### src/hdl/audio_filter_level_detector_unit_defines.svh
// Assertion macros shared by the audio filter level detector RTL.
// No dependencies; included by the modules that carry assertions.
`ifndef AUDIO_FILTER_LEVEL_DETECTOR_UNIT_DEFINES_SVH
`define AUDIO_FILTER_LEVEL_DETECTOR_UNIT_DEFINES_SVH

// same-cycle implication, disabled during reset
`define AFLD_ASSERT_IMP(label, clk, rst_n, ante, cons) \
    label: assert property (@(posedge clk) disable iff (!rst_n) (ante) |-> (cons)) \
        else $error("afld assertion failed");

// next-cycle implication, disabled during reset
`define AFLD_ASSERT_NEXT(label, clk, rst_n, ante, cons) \
    label: assert property (@(posedge clk) disable iff (!rst_n) (ante) |=> (cons)) \
        else $error("afld assertion failed");

`endif

### src/hdl/afld_pkg.sv
// Package for the audio filter level detector: widths, codes, command and
// status structs, saturation helpers. No dependencies.
`default_nettype none

package afld_pkg;

    // block length limit of the level detector
    localparam int MAX_BLOCK = 4096;
    localparam int CNT_W     = $clog2(MAX_BLOCK + 1);
    localparam int SUM_W     = CNT_W + 15;
    localparam int NUM_W     = SUM_W + 1;
    localparam int DIVC_W    = $clog2(NUM_W);

    // datapath widths
    localparam int SMP_W   = 16;
    localparam int Q23_W   = 24;
    localparam int MUL_A_W = 27;
    localparam int MUL_B_W = 18;
    localparam int PROD_W  = 45;
    localparam int LEVEL_W = 16;

    // configuration register indexes
    localparam int CFG_IDX_W = 3;
    localparam logic [CFG_IDX_W-1:0] REG_GAIN        = 3'd0;
    localparam logic [CFG_IDX_W-1:0] REG_FILTER_SEL  = 3'd1;
    localparam logic [CFG_IDX_W-1:0] REG_LP_COEF     = 3'd2;
    localparam logic [CFG_IDX_W-1:0] REG_HP_COEF     = 3'd3;
    localparam logic [CFG_IDX_W-1:0] REG_DETECT_SEL  = 3'd4;
    localparam logic [CFG_IDX_W-1:0] REG_THRESHOLD   = 3'd5;

    // detector modes
    localparam logic [1:0] DET_NONE  = 2'd0;
    localparam logic [1:0] DET_COUNT = 2'd1;
    localparam logic [1:0] DET_MEAN  = 2'd2;

    // shared multiplier operand selection
    localparam logic [1:0] MUL_GAIN = 2'd0;
    localparam logic [1:0] MUL_LP   = 2'd1;
    localparam logic [1:0] MUL_HP   = 2'd2;

    typedef struct packed {
        logic       load_in;
        logic       mul_en;
        logic [1:0] mul_sel;
        logic       post_gain;
        logic       post_lp;
        logic       post_hp;
        logic       fin_calc;
        logic       div_load;
        logic       div_step;
        logic       load_out;
    } afld_cmd_t;

    typedef struct packed {
        logic lp_en;
        logic hp_en;
        logic need_div;
        logic div_done;
        logic out_free;
    } afld_sts_t;

    // saturate to signed 16 bits
    function automatic logic signed [SMP_W-1:0] sat16(input logic signed [PROD_W-1:0] v);
        logic signed [SMP_W-1:0] r;
        if (v > 45'sd32767) begin
            r = 16'sh7FFF;
        end else if (v < -45'sd32768) begin
            r = 16'sh8000;
        end else begin
            r = v[SMP_W-1:0];
        end
        return r;
    endfunction

    // saturate to signed 24 bits
    function automatic logic signed [Q23_W-1:0] sat24(input logic signed [PROD_W-1:0] v);
        logic signed [Q23_W-1:0] r;
        if (v > 45'sd8388607) begin
            r = 24'sh7FFFFF;
        end else if (v < -45'sd8388608) begin
            r = 24'sh800000;
        end else begin
            r = v[Q23_W-1:0];
        end
        return r;
    endfunction

endpackage

`default_nettype wire

### src/hdl/afld_ctrl.sv
// Sequencer for the audio filter level detector: steps one request through
// gain, filters, detector update and the end-of-block divide. Uses afld_pkg.
`default_nettype none
`include "audio_filter_level_detector_unit_defines.svh"

module afld_ctrl
    import afld_pkg::*;
(
    input  wire logic      aclk,
    input  wire logic      aresetn,
    input  wire logic      s_tvalid,
    output logic           s_tready,
    input  wire afld_sts_t sts,
    output afld_cmd_t      cmd
);

    localparam logic [3:0] ST_IDLE     = 4'd0;
    localparam logic [3:0] ST_G_MUL    = 4'd1;
    localparam logic [3:0] ST_G_POST   = 4'd2;
    localparam logic [3:0] ST_LP_MUL   = 4'd3;
    localparam logic [3:0] ST_LP_POST  = 4'd4;
    localparam logic [3:0] ST_HP_MUL   = 4'd5;
    localparam logic [3:0] ST_HP_POST  = 4'd6;
    localparam logic [3:0] ST_FIN_CALC = 4'd7;
    localparam logic [3:0] ST_DIV_LOAD = 4'd8;
    localparam logic [3:0] ST_DIV_STEP = 4'd9;
    localparam logic [3:0] ST_FIN      = 4'd10;

    logic [3:0] state_reg, state_next;

    assign s_tready = (state_reg == ST_IDLE);

    // next state and commands
    always_comb begin
        state_next = state_reg;
        cmd        = '0;
        cmd.mul_sel = MUL_GAIN;
        case (state_reg)
            ST_IDLE: begin
                if (s_tvalid) begin
                    cmd.load_in = 1'b1;
                    state_next  = ST_G_MUL;
                end
            end
            ST_G_MUL: begin
                cmd.mul_en  = 1'b1;
                cmd.mul_sel = MUL_GAIN;
                state_next  = ST_G_POST;
            end
            ST_G_POST: begin
                cmd.post_gain = 1'b1;
                if (sts.lp_en) begin
                    state_next = ST_LP_MUL;
                end else if (sts.hp_en) begin
                    state_next = ST_HP_MUL;
                end else begin
                    state_next = ST_FIN_CALC;
                end
            end
            ST_LP_MUL: begin
                cmd.mul_en  = 1'b1;
                cmd.mul_sel = MUL_LP;
                state_next  = ST_LP_POST;
            end
            ST_LP_POST: begin
                cmd.post_lp = 1'b1;
                state_next  = sts.hp_en ? ST_HP_MUL : ST_FIN_CALC;
            end
            ST_HP_MUL: begin
                cmd.mul_en  = 1'b1;
                cmd.mul_sel = MUL_HP;
                state_next  = ST_HP_POST;
            end
            ST_HP_POST: begin
                cmd.post_hp = 1'b1;
                state_next  = ST_FIN_CALC;
            end
            ST_FIN_CALC: begin
                cmd.fin_calc = 1'b1;
                state_next   = sts.need_div ? ST_DIV_LOAD : ST_FIN;
            end
            ST_DIV_LOAD: begin
                cmd.div_load = 1'b1;
                state_next   = ST_DIV_STEP;
            end
            ST_DIV_STEP: begin
                cmd.div_step = 1'b1;
                if (sts.div_done) begin
                    state_next = ST_FIN;
                end
            end
            ST_FIN: begin
                if (sts.out_free) begin
                    cmd.load_out = 1'b1;
                    state_next   = ST_IDLE;
                end
            end
            default: begin
                state_next = ST_IDLE;
            end
        endcase
    end

    always_ff @(posedge aclk) begin
        if (!aresetn) begin
            state_reg <= ST_IDLE;
        end else begin
            state_reg <= state_next;
        end
    end

    // a result is only written into a free output register
    `AFLD_ASSERT_IMP(a_load_out_free, aclk, aresetn, cmd.load_out, sts.out_free)
    // the divider is only started for a mean-mode block end
    `AFLD_ASSERT_IMP(a_div_only_mean, aclk, aresetn, cmd.div_load, sts.need_div)
    // the last divide step hands over to the output stage
    `AFLD_ASSERT_NEXT(a_div_to_fin, aclk, aresetn,
        (state_reg == ST_DIV_STEP) && sts.div_done, state_reg == ST_FIN)
    // an accepted request starts with the gain multiply
    `AFLD_ASSERT_NEXT(a_accept_to_gain, aclk, aresetn,
        s_tvalid && s_tready, state_reg == ST_G_MUL)

endmodule

`default_nettype wire

### src/hdl/afld_datapath.sv
// Datapath of the audio filter level detector: configuration registers,
// shared multiplier, filter state, detector, divider, output register.
// Uses afld_pkg; driven by afld_ctrl.
`default_nettype none

module afld_datapath
    import afld_pkg::*;
(
    input  wire logic                 aclk,
    input  wire logic                 aresetn,
    // configuration writes
    input  wire logic                 cfg_valid,
    output logic                      cfg_ready,
    input  wire logic [CFG_IDX_W-1:0] cfg_index,
    input  wire logic [15:0]          cfg_data,
    // input payload
    input  wire logic [SMP_W-1:0]     s_tdata,
    input  wire logic                 s_tlast,
    // result channel
    output logic                      m_tvalid,
    input  wire logic                 m_tready,
    output logic [31:0]               m_tdata,
    output logic                      m_tuser,
    output logic                      m_tlast,
    // control
    input  wire afld_cmd_t            cmd,
    output afld_sts_t                 sts
);

    // configuration
    logic [15:0] gain_reg;
    logic [1:0]  filter_sel_reg;
    logic [15:0] lp_coef_reg;
    logic [15:0] hp_coef_reg;
    logic [1:0]  detect_sel_reg;
    logic [15:0] threshold_reg;

    // request and working registers
    logic signed [SMP_W-1:0]  in_sample_reg;
    logic                     last_reg;
    logic signed [Q23_W-1:0]  v_reg, v_next;
    logic signed [PROD_W-1:0] prod_reg;
    logic signed [SMP_W-1:0]  s_reg, s_next;

    // filter state
    logic signed [Q23_W-1:0] lp_prev_reg, lp_prev_next;
    logic signed [Q23_W-1:0] hp_out_reg, hp_out_next;
    logic signed [Q23_W-1:0] hp_in_reg, hp_in_next;

    // detector state
    logic [SUM_W-1:0] abs_sum_reg, abs_sum_next;
    logic [CNT_W-1:0] hit_reg, hit_next;
    logic [CNT_W-1:0] samples_reg, samples_next;

    // divider
    logic [NUM_W-1:0]  num_reg, num_next;
    logic [CNT_W-1:0]  rem_reg, rem_next;
    logic [DIVC_W-1:0] div_cnt_reg, div_cnt_next;

    // output register
    logic                    m_valid_reg, m_valid_next;
    logic signed [SMP_W-1:0] out_sample_reg;
    logic [LEVEL_W-1:0]      out_level_reg, out_level_next;
    logic                    out_lvalid_reg, out_lvalid_next;
    logic                    out_last_reg;

    // combinational helpers
    logic signed [MUL_A_W-1:0] mul_a;
    logic signed [MUL_B_W-1:0] mul_b;
    logic signed [PROD_W-1:0]  rnd8, rnd16, fin_rnd, lp_sum;
    logic signed [Q23_W-1:0]   sat_q23;
    logic [SMP_W:0]            s_neg;
    logic [SMP_W-1:0]          mag;
    logic [CNT_W:0]            rem_sh;
    logic                      div_ge;
    logic                      det_level;
    logic [63:0]               hit_wide, num_wide;
    logic [LEVEL_W-1:0]        hit_level, mean_level;

    assign cfg_ready = 1'b1;

    // configuration register writes
    always_ff @(posedge aclk) begin
        if (!aresetn) begin
            gain_reg       <= 16'd256;
            filter_sel_reg <= 2'd0;
            lp_coef_reg    <= 16'd0;
            hp_coef_reg    <= 16'd0;
            detect_sel_reg <= DET_NONE;
            threshold_reg  <= 16'd0;
        end else if (cfg_valid) begin
            case (cfg_index)
                REG_GAIN:       gain_reg       <= cfg_data;
                REG_FILTER_SEL: filter_sel_reg <= cfg_data[1:0];
                REG_LP_COEF:    lp_coef_reg    <= cfg_data;
                REG_HP_COEF:    hp_coef_reg    <= cfg_data;
                REG_DETECT_SEL: detect_sel_reg <= cfg_data[1:0];
                REG_THRESHOLD:  threshold_reg  <= cfg_data;
                default: begin
                end
            endcase
        end
    end

    // shared multiplier operand selection
    always_comb begin
        case (cmd.mul_sel)
            MUL_GAIN: begin
                mul_a = MUL_A_W'(in_sample_reg);
                mul_b = $signed({2'b00, gain_reg});
            end
            MUL_LP: begin
                mul_a = MUL_A_W'(v_reg) - MUL_A_W'(lp_prev_reg);
                mul_b = $signed({2'b00, lp_coef_reg});
            end
            MUL_HP: begin
                mul_a = MUL_A_W'(hp_out_reg) + MUL_A_W'(v_reg) - MUL_A_W'(hp_in_reg);
                mul_b = $signed({2'b00, hp_coef_reg});
            end
            default: begin
                mul_a = '0;
                mul_b = '0;
            end
        endcase
    end

    // rounding of the registered product and of the final Q1.23 value
    assign rnd8    = (prod_reg + 45'sd128) >>> 8;
    assign rnd16   = (prod_reg + 45'sd32768) >>> 16;
    assign lp_sum  = PROD_W'(lp_prev_reg) + rnd16;
    assign sat_q23 = cmd.post_lp ? sat24(lp_sum) : sat24(rnd16);
    assign fin_rnd = (PROD_W'(v_reg) + 45'sd128) >>> 8;

    // magnitude of the output sample
    always_comb begin
        s_next = sat16(fin_rnd);
        s_neg  = -{s_next[SMP_W-1], s_next};
        mag    = s_next[SMP_W-1] ? s_neg[SMP_W-1:0] : s_next;
    end

    // divider step: restoring, one quotient bit per cycle
    assign rem_sh = {rem_reg, num_reg[NUM_W-1]};
    assign div_ge = rem_sh >= {1'b0, samples_reg};

    // level selection with saturation to 16 bits
    assign hit_wide   = 64'(hit_reg);
    assign num_wide   = 64'(num_reg);
    assign hit_level  = (hit_wide > 64'hFFFF) ? 16'hFFFF : hit_wide[LEVEL_W-1:0];
    assign mean_level = (num_wide > 64'hFFFF) ? 16'hFFFF : num_wide[LEVEL_W-1:0];
    assign det_level  = last_reg && (detect_sel_reg == DET_COUNT ||
                                     detect_sel_reg == DET_MEAN);

    // next-state logic of the datapath
    always_comb begin
        v_next          = v_reg;
        lp_prev_next    = lp_prev_reg;
        hp_out_next     = hp_out_reg;
        hp_in_next      = hp_in_reg;
        abs_sum_next    = abs_sum_reg;
        hit_next        = hit_reg;
        samples_next    = samples_reg;
        num_next        = num_reg;
        rem_next        = rem_reg;
        div_cnt_next    = div_cnt_reg;
        m_valid_next    = m_valid_reg && !m_tready;
        out_level_next  = out_level_reg;
        out_lvalid_next = out_lvalid_reg;

        if (cmd.post_gain) begin
            v_next = {sat16(rnd8), 8'h00};
        end
        if (cmd.post_lp) begin
            lp_prev_next = sat_q23;
            v_next       = sat_q23;
        end
        if (cmd.post_hp) begin
            hp_in_next  = v_reg;
            hp_out_next = sat_q23;
            v_next      = sat_q23;
        end
        // detector accumulation, limited to the block length limit
        if (cmd.fin_calc && samples_reg < CNT_W'(MAX_BLOCK)) begin
            samples_next = samples_reg + 1'b1;
            abs_sum_next = abs_sum_reg + SUM_W'(mag);
            if (threshold_reg != 16'd0 && mag >= threshold_reg) begin
                hit_next = hit_reg + 1'b1;
            end
        end
        if (cmd.div_load) begin
            num_next     = NUM_W'(abs_sum_reg) + NUM_W'(samples_reg >> 1);
            rem_next     = '0;
            div_cnt_next = '0;
        end
        if (cmd.div_step) begin
            rem_next     = div_ge ? CNT_W'(rem_sh - {1'b0, samples_reg}) : rem_sh[CNT_W-1:0];
            num_next     = {num_reg[NUM_W-2:0], div_ge};
            div_cnt_next = div_cnt_reg + 1'b1;
        end
        if (cmd.load_out) begin
            m_valid_next    = 1'b1;
            out_lvalid_next = det_level;
            if (!det_level) begin
                out_level_next = '0;
            end else if (detect_sel_reg == DET_COUNT) begin
                out_level_next = hit_level;
            end else begin
                out_level_next = mean_level;
            end
            // accumulators restart after every block end
            if (last_reg) begin
                abs_sum_next = '0;
                hit_next     = '0;
                samples_next = '0;
            end
        end
    end

    // state registers with reset
    always_ff @(posedge aclk) begin
        if (!aresetn) begin
            lp_prev_reg <= '0;
            hp_out_reg  <= '0;
            hp_in_reg   <= '0;
            abs_sum_reg <= '0;
            hit_reg     <= '0;
            samples_reg <= '0;
            m_valid_reg <= 1'b0;
        end else begin
            lp_prev_reg <= lp_prev_next;
            hp_out_reg  <= hp_out_next;
            hp_in_reg   <= hp_in_next;
            abs_sum_reg <= abs_sum_next;
            hit_reg     <= hit_next;
            samples_reg <= samples_next;
            m_valid_reg <= m_valid_next;
        end
    end

    // payload registers
    always_ff @(posedge aclk) begin
        if (cmd.load_in) begin
            in_sample_reg <= $signed(s_tdata);
            last_reg      <= s_tlast;
        end
        if (cmd.mul_en) begin
            prod_reg <= PROD_W'(mul_a) * PROD_W'(mul_b);
        end
        if (cmd.fin_calc) begin
            s_reg <= s_next;
        end
        if (cmd.load_out) begin
            out_sample_reg <= s_reg;
            out_last_reg   <= last_reg;
        end
        v_reg          <= v_next;
        num_reg        <= num_next;
        rem_reg        <= rem_next;
        div_cnt_reg    <= div_cnt_next;
        out_level_reg  <= out_level_next;
        out_lvalid_reg <= out_lvalid_next;
    end

    // status back to the sequencer
    assign sts.lp_en    = filter_sel_reg[0];
    assign sts.hp_en    = filter_sel_reg[1];
    assign sts.need_div = last_reg && (detect_sel_reg == DET_MEAN);
    assign sts.div_done = (div_cnt_reg == DIVC_W'(NUM_W - 1));
    assign sts.out_free = !m_valid_reg || m_tready;

    assign m_tvalid = m_valid_reg;
    assign m_tdata  = {out_level_reg, out_sample_reg};
    assign m_tuser  = out_lvalid_reg;
    assign m_tlast  = out_last_reg;

endmodule

`default_nettype wire

### src/hdl/audio_filter_level_detector_unit.sv
// Audio filter level detector: the sequencer walks the gain multiply and
// each enabled filter stage through one shared multiplier (a multiply state
// and a post state each: gain, then low pass and/or high pass, both for band
// pass), then updates the detector and loads the result into the output
// register. On a block end in mean mode the restoring divider runs before
// the load (a load state, then one quotient bit per cycle over a 29-bit
// dividend). The next request is accepted in the cycle after a result is
// loaded; the input takes no new request while an earlier one is still in
// progress in the sequencer or divider. A new request is taken while a
// finished result still waits in the output register; a second finished
// result then holds the sequencer until the output register frees up.
// Configuration writes are accepted in every cycle (cfg_ready is tied high)
// and must only be issued while the block is idle.
// Top level; depends on afld_pkg, afld_ctrl and afld_datapath.
`default_nettype none

module audio_filter_level_detector_unit
    import afld_pkg::*;
(
    input  wire logic                 aclk,
    input  wire logic                 aresetn,
    // configuration write channel
    input  wire logic                 cfg_valid,
    output logic                      cfg_ready,
    input  wire logic [CFG_IDX_W-1:0] cfg_index,
    input  wire logic [15:0]          cfg_data,
    // input samples
    input  wire logic                 s_tvalid,
    output logic                      s_tready,
    input  wire logic [15:0]          s_tdata,   // [15:0] sample_in
    input  wire logic                 s_tlast,   // block_end
    // results
    output logic                      m_tvalid,
    input  wire logic                 m_tready,
    output logic [31:0]               m_tdata,   // [15:0] sample_out, [31:16] level_value
    output logic                      m_tuser,   // level_valid
    output logic                      m_tlast    // block_last
);

    afld_cmd_t cmd;
    afld_sts_t sts;

    afld_ctrl u_ctrl (
        .aclk     (aclk),
        .aresetn  (aresetn),
        .s_tvalid (s_tvalid),
        .s_tready (s_tready),
        .sts      (sts),
        .cmd      (cmd)
    );

    afld_datapath u_datapath (
        .aclk      (aclk),
        .aresetn   (aresetn),
        .cfg_valid (cfg_valid),
        .cfg_ready (cfg_ready),
        .cfg_index (cfg_index),
        .cfg_data  (cfg_data),
        .s_tdata   (s_tdata),
        .s_tlast   (s_tlast),
        .m_tvalid  (m_tvalid),
        .m_tready  (m_tready),
        .m_tdata   (m_tdata),
        .m_tuser   (m_tuser),
        .m_tlast   (m_tlast),
        .cmd       (cmd),
        .sts       (sts)
    );

endmodule

`default_nettype wire
### config.mk
export PLATFORM = sky130hd
export DESIGN_NAME = audio_filter_level_detector_unit
export DESIGN_NICKNAME = d
export VERILOG_FILES = /design/src/hdl/afld_pkg.sv /design/src/hdl/afld_ctrl.sv /design/src/hdl/afld_datapath.sv /design/src/hdl/audio_filter_level_detector_unit.sv
export VERILOG_INCLUDE_DIRS = /design/src /design/src/hdl
export SDC_FILE = /design/constraint.sdc
export NUM_CORES = 2
export LEC_CHECK = 0
export BUFFER_PORTS_ARGS = -buffer_cell sky130_fd_sc_hd__buf_2
export CAP_MARGIN = 20
export CELL_PAD_IN_SITES_DETAIL_PLACEMENT = 0
export CELL_PAD_IN_SITES_GLOBAL_PLACEMENT = 2
export CORE_MARGIN = 4
export CORE_UTILIZATION = 41
export CTS_BUF_LIST = sky130_fd_sc_hd__clkbuf_16
export DETAILED_ROUTE_END_ITERATION = 16
export PLACE_DENSITY = 0.9
export RECOVER_POWER = 100
export SETUP_SLACK_MARGIN = 0.02
export SLEW_MARGIN = 20
export SYNTH_ARGS = -nofsm -noshare
export SYNTH_HDL_FRONTEND = slang
export SYNTH_SLANG_ARGS = --single-unit
### constraint.sdc
create_clock -name aclk -period 12.75 [get_ports aclk]
set_clock_uncertainty 0.2 [all_clocks]
set_input_delay 1.9125 -clock aclk [delete_from_list [all_inputs] [get_ports aclk]]
set_output_delay 1.9125 -clock aclk [all_outputs]
set_load 0.02 [all_outputs]
==> results.json <==
{
  "required_ns": 12.87,
  "ff2ff_setup_slack_ns": 1.55,
  "drc_errors": 0,
  "max_slew_margin_pct": -172,
  "critPathMaxFanout": 22,
  "area.growth.synth_to_final_pct": 7.67,
  "synth_cells": 4629,
  "startpoint_type": "flop",
  "maxCapViolations": 12,
  "drv_slew": 441,
  "status": "finished with violations",
  "synth_fp_nets": 5356,
  "synth_edf_count": 175,
  "ys_types": 94,
  "synth_top_family_by_area": "adder cells",
  "cts_tree": "built",
  "synth_xor_area_share_pct": 4.93,
  "crit_path_top_delay_cell": "nor3b_1",
  "cts_max_level": 2,
  "clockRootBuffer": "clkbuf_16",
  "gp_congestion": 0.906,
  "synth_compound_gate_area_share_pct": 13.3,
  "critPathTopFamily": "simple AND/OR/NAND/NOR gates",
  "layout_common_cells": "inv_1 (742), nand2_1 (636), fa_1 (436)",
  "synthFlopType": "dfxtp_1",
  "reg2reg_from": "u_ctrl.state_reg[2]$_SDFFE_PN0P_",
  "yosys.area_share.simple_pct": 18.2,
  "ys_seq_area_share_pct": 23.6,
  "synth-async-reset-ratio_pct": 0,
  "synthAdderAreaFrac_pct": 30.2,
  "timing.critical_path.mode_cell": "fa_1",
  "layout-drive-gt1-share_pct": 4.71,
  "muxShareOfSynthArea_pct": 0.632,
  "cts_hold_buf": 0,
  "die_height_um": 317,
  "ant_nets": 0,
  "layout_commonest_cell": "inv_1",
  "grt_first_pass_wirelength_mm": 187,
  "synthesis.area_um2": 39200,
  "max_freq_mhz": 89.3,
  "endpoint_kind": "flop",
  "grt_pass1_vias": 31903,
  "clkTransAtPathRegs_ns": 0.06,
  "reg2regPathDepth": 27,
  "io_buffers": 76,
  "worstSetupStartpoint": "u_ctrl.state_reg[2]$_SDFFE_PN0P_",
  "drtIter0Drc": 2443,
  "yosys_warnings": 0,
  "failed_checks": "capacitance limit, slew limit",
  "power_density_nw_per_um2": 214,
  "cts_buffer_depth": 3,
  "timing.critical_path.buf_inv": 5,
  "ir_drop_v": 0.000104,
  "grt_overflow_total": 0,
  "clk-insertion-delay-late_ns": 0.58,
  "fill_cells": 9561,
  "num_vias": 32152,
  "hp-class": "reg -> reg",
  "core_area_um2": 95000,
  "cp.depth": 27,
  "nNetsFinal": 5346,
  "pre_cts_ws_ns": 2.28,
  "cts_repair_resize_count": 0,
  "cellLeakagePower_nw": 18.3,
  "initial_core_util_pct": 41.3,
  "vias_per_cell": 5.43,
  "syn_avg_cell_area_um2": 8.47,
  "report.final.setup_viol": 0,
  "rsz0062_at_grt": "false",
  "grt_usage_pct": 23.9,
  "crit_path_end": "u_datapath.prod_reg[42]$_DFFE_PP_",
  "wire_per_inst_um": 20.3,
  "ys_seq_elements": 374,
  "antenna_found_initial": 5,
  "dpl.hpwl_mm": 94.7,
  "critical-path-max-stage-delay_ns": 1.38,
  "path_class": "reg -> reg",
  "worstPathArrival_ns": 11.32,
  "die_w_um": 317,
  "cts_sinks": 374,
  "setup_slack_ns": 1.55,
  "first_pass_iters": 6,
  "tns_ns": 0,
  "postCtsSetupRepairBufs": 0,
  "io_pins": 78,
  "grt_max_degree": 68,
  "largest_reg_flops": 37,
  "rows": 113,
  "dieArea_um2": 101000,
  "timing.rr.end": "u_datapath.prod_reg[42]$_DFFE_PP_",
  "fin_crit_ns": 11.20,
  "tightestPinTransition_ns": 4.08,
  "routed_wl_mm": 120,
  "hold_viol": 0,
  "cts_made_buffers": 45,
  "fin_crit_sh_pct": 87.8
}
layer usage:
metal / global-route usage (%) / up-vias / routed length (um) / share of wire, %
met1: 33.0 / 15996 / 53500 / 45
met5: 0 / - / 0 / 0
met3: 2.86 / 162 / 6560 / 5.5
met4: 5.92 / 0 / 3110 / 2.6
met2: 40.0 / 887 / 57100 / 47
li1: - / 15107 / - / -
cell usage after synthesis (23+ instances only):
| library cell | instances | area (um^2) |
|---|---|---|
| nor3_1 | 66 | 330 |
| a211oi_1 | 36 | 270 |
| o21a_1 | 36 | 270 |
| clkbuf_1 | 158 | 593 |
| edfxtp_1 | 175 | 5260 |
| o21ai_0 | 162 | 811 |
| nor2b_1 | 24 | 150 |
| nand3_1 | 97 | 485 |
| a21oi_1 | 272 | 1360 |
| inv_1 | 735 | 2760 |
| nand4_1 | 45 | 282 |
| a21boi_0 | 53 | 398 |
| ha_1 | 250 | 3130 |
| xor2_1 | 71 | 622 |
| nand2b_1 | 61 | 382 |
| a31oi_1 | 33 | 206 |
| dfxtp_1 | 199 | 3980 |
| xnor2_1 | 150 | 1310 |
| nor4_1 | 26 | 163 |
| a21o_1 | 57 | 428 |
| nand2_1 | 637 | 2390 |
| fa_1 | 436 | 8730 |
| and2_1 | 45 | 282 |
| nor2_1 | 420 | 1580 |
| and3_1 | 42 | 263 |
| or2_2 | 23 | 144 |
kinds of logic (layout without fill, tap and decap cells):
group / after synthesis / count (layout)
AOI/OAI and AO/OA: 824 / 824
xor gates and xnor gates: 221 / 221
adders and majority gates: 686 / 686
buffers and inverters: 928 / 952
DFF: 374 / 374
muxes: 24 / 24
other: 1 / 2
and+or+nand+nor: 1571 / 1571
worst min path at each step:
stage               slack, ns  cells after the start                                 endpoint                      startpoint
floorplan                0.20                      0   u_datapath.out_sample_reg[0]$_DFFE_PP_   u_datapath.s_reg[0]$_DFFE_PN_
global placement         0.21                      0  u_datapath.out_sample_reg[13]$_DFFE_PP_  u_datapath.s_reg[13]$_DFFE_PN_
detailed placement       0.21                      0  u_datapath.out_sample_reg[13]$_DFFE_PP_  u_datapath.s_reg[13]$_DFFE_PN_
CTS                      0.22                      0  u_datapath.out_sample_reg[13]$_DFFE_PP_  u_datapath.s_reg[13]$_DFFE_PN_
global route             0.23                      0  u_datapath.out_sample_reg[13]$_DFFE_PP_  u_datapath.s_reg[13]$_DFFE_PN_
finish                   0.22                      0  u_datapath.out_sample_reg[13]$_DFFE_PP_  u_datapath.s_reg[13]$_DFFE_PN_
stage by stage:
stage / power (mW) / instances / hold slack (ns) / utilization (%) / area, um^2
5_1_grt: 9.79 / 5919 / 0.227 / 44.4 / 42200
3_5_place_dp: 7.71 / 5837 / 0.207 / 43.0 / 40900
6_report: 9.04 / 5919 / 0.218 / 44.4 / 42200
3_3_place_gp: 7.68 / 5837 / 0.206 / 43.0 / 40900
2_1_floorplan: 5.93 / 4629 / 0.200 / - / 39200
4_1_cts: 9.05 / 5918 / 0.219 / 44.6 / 42400
layout make-up:
class,instances,area [um^2],share of cell area [%]
Multi-Input combinational cell,3327,26400,62.6
Sequential cell,374,9240,21.9
Inverter,735,2760,6.53
Tap cell,1265,1580,3.75
Clock buffer,48,1200,2.84
Timing Repair Buffer,136,724,1.72
Clock inverter,33,284,0.673
Antenna cell,1,2.50,0.00593
where the power goes:
part	switching, mW	leakage (nW)	internal [mW]
Combinational	3.70	14.3	2.09
Clock	0.538	0.757	0.763
Sequential	0.310	3.23	1.64
Total	4.55	18.3	4.49
Power figures use the tool's default switching activity.
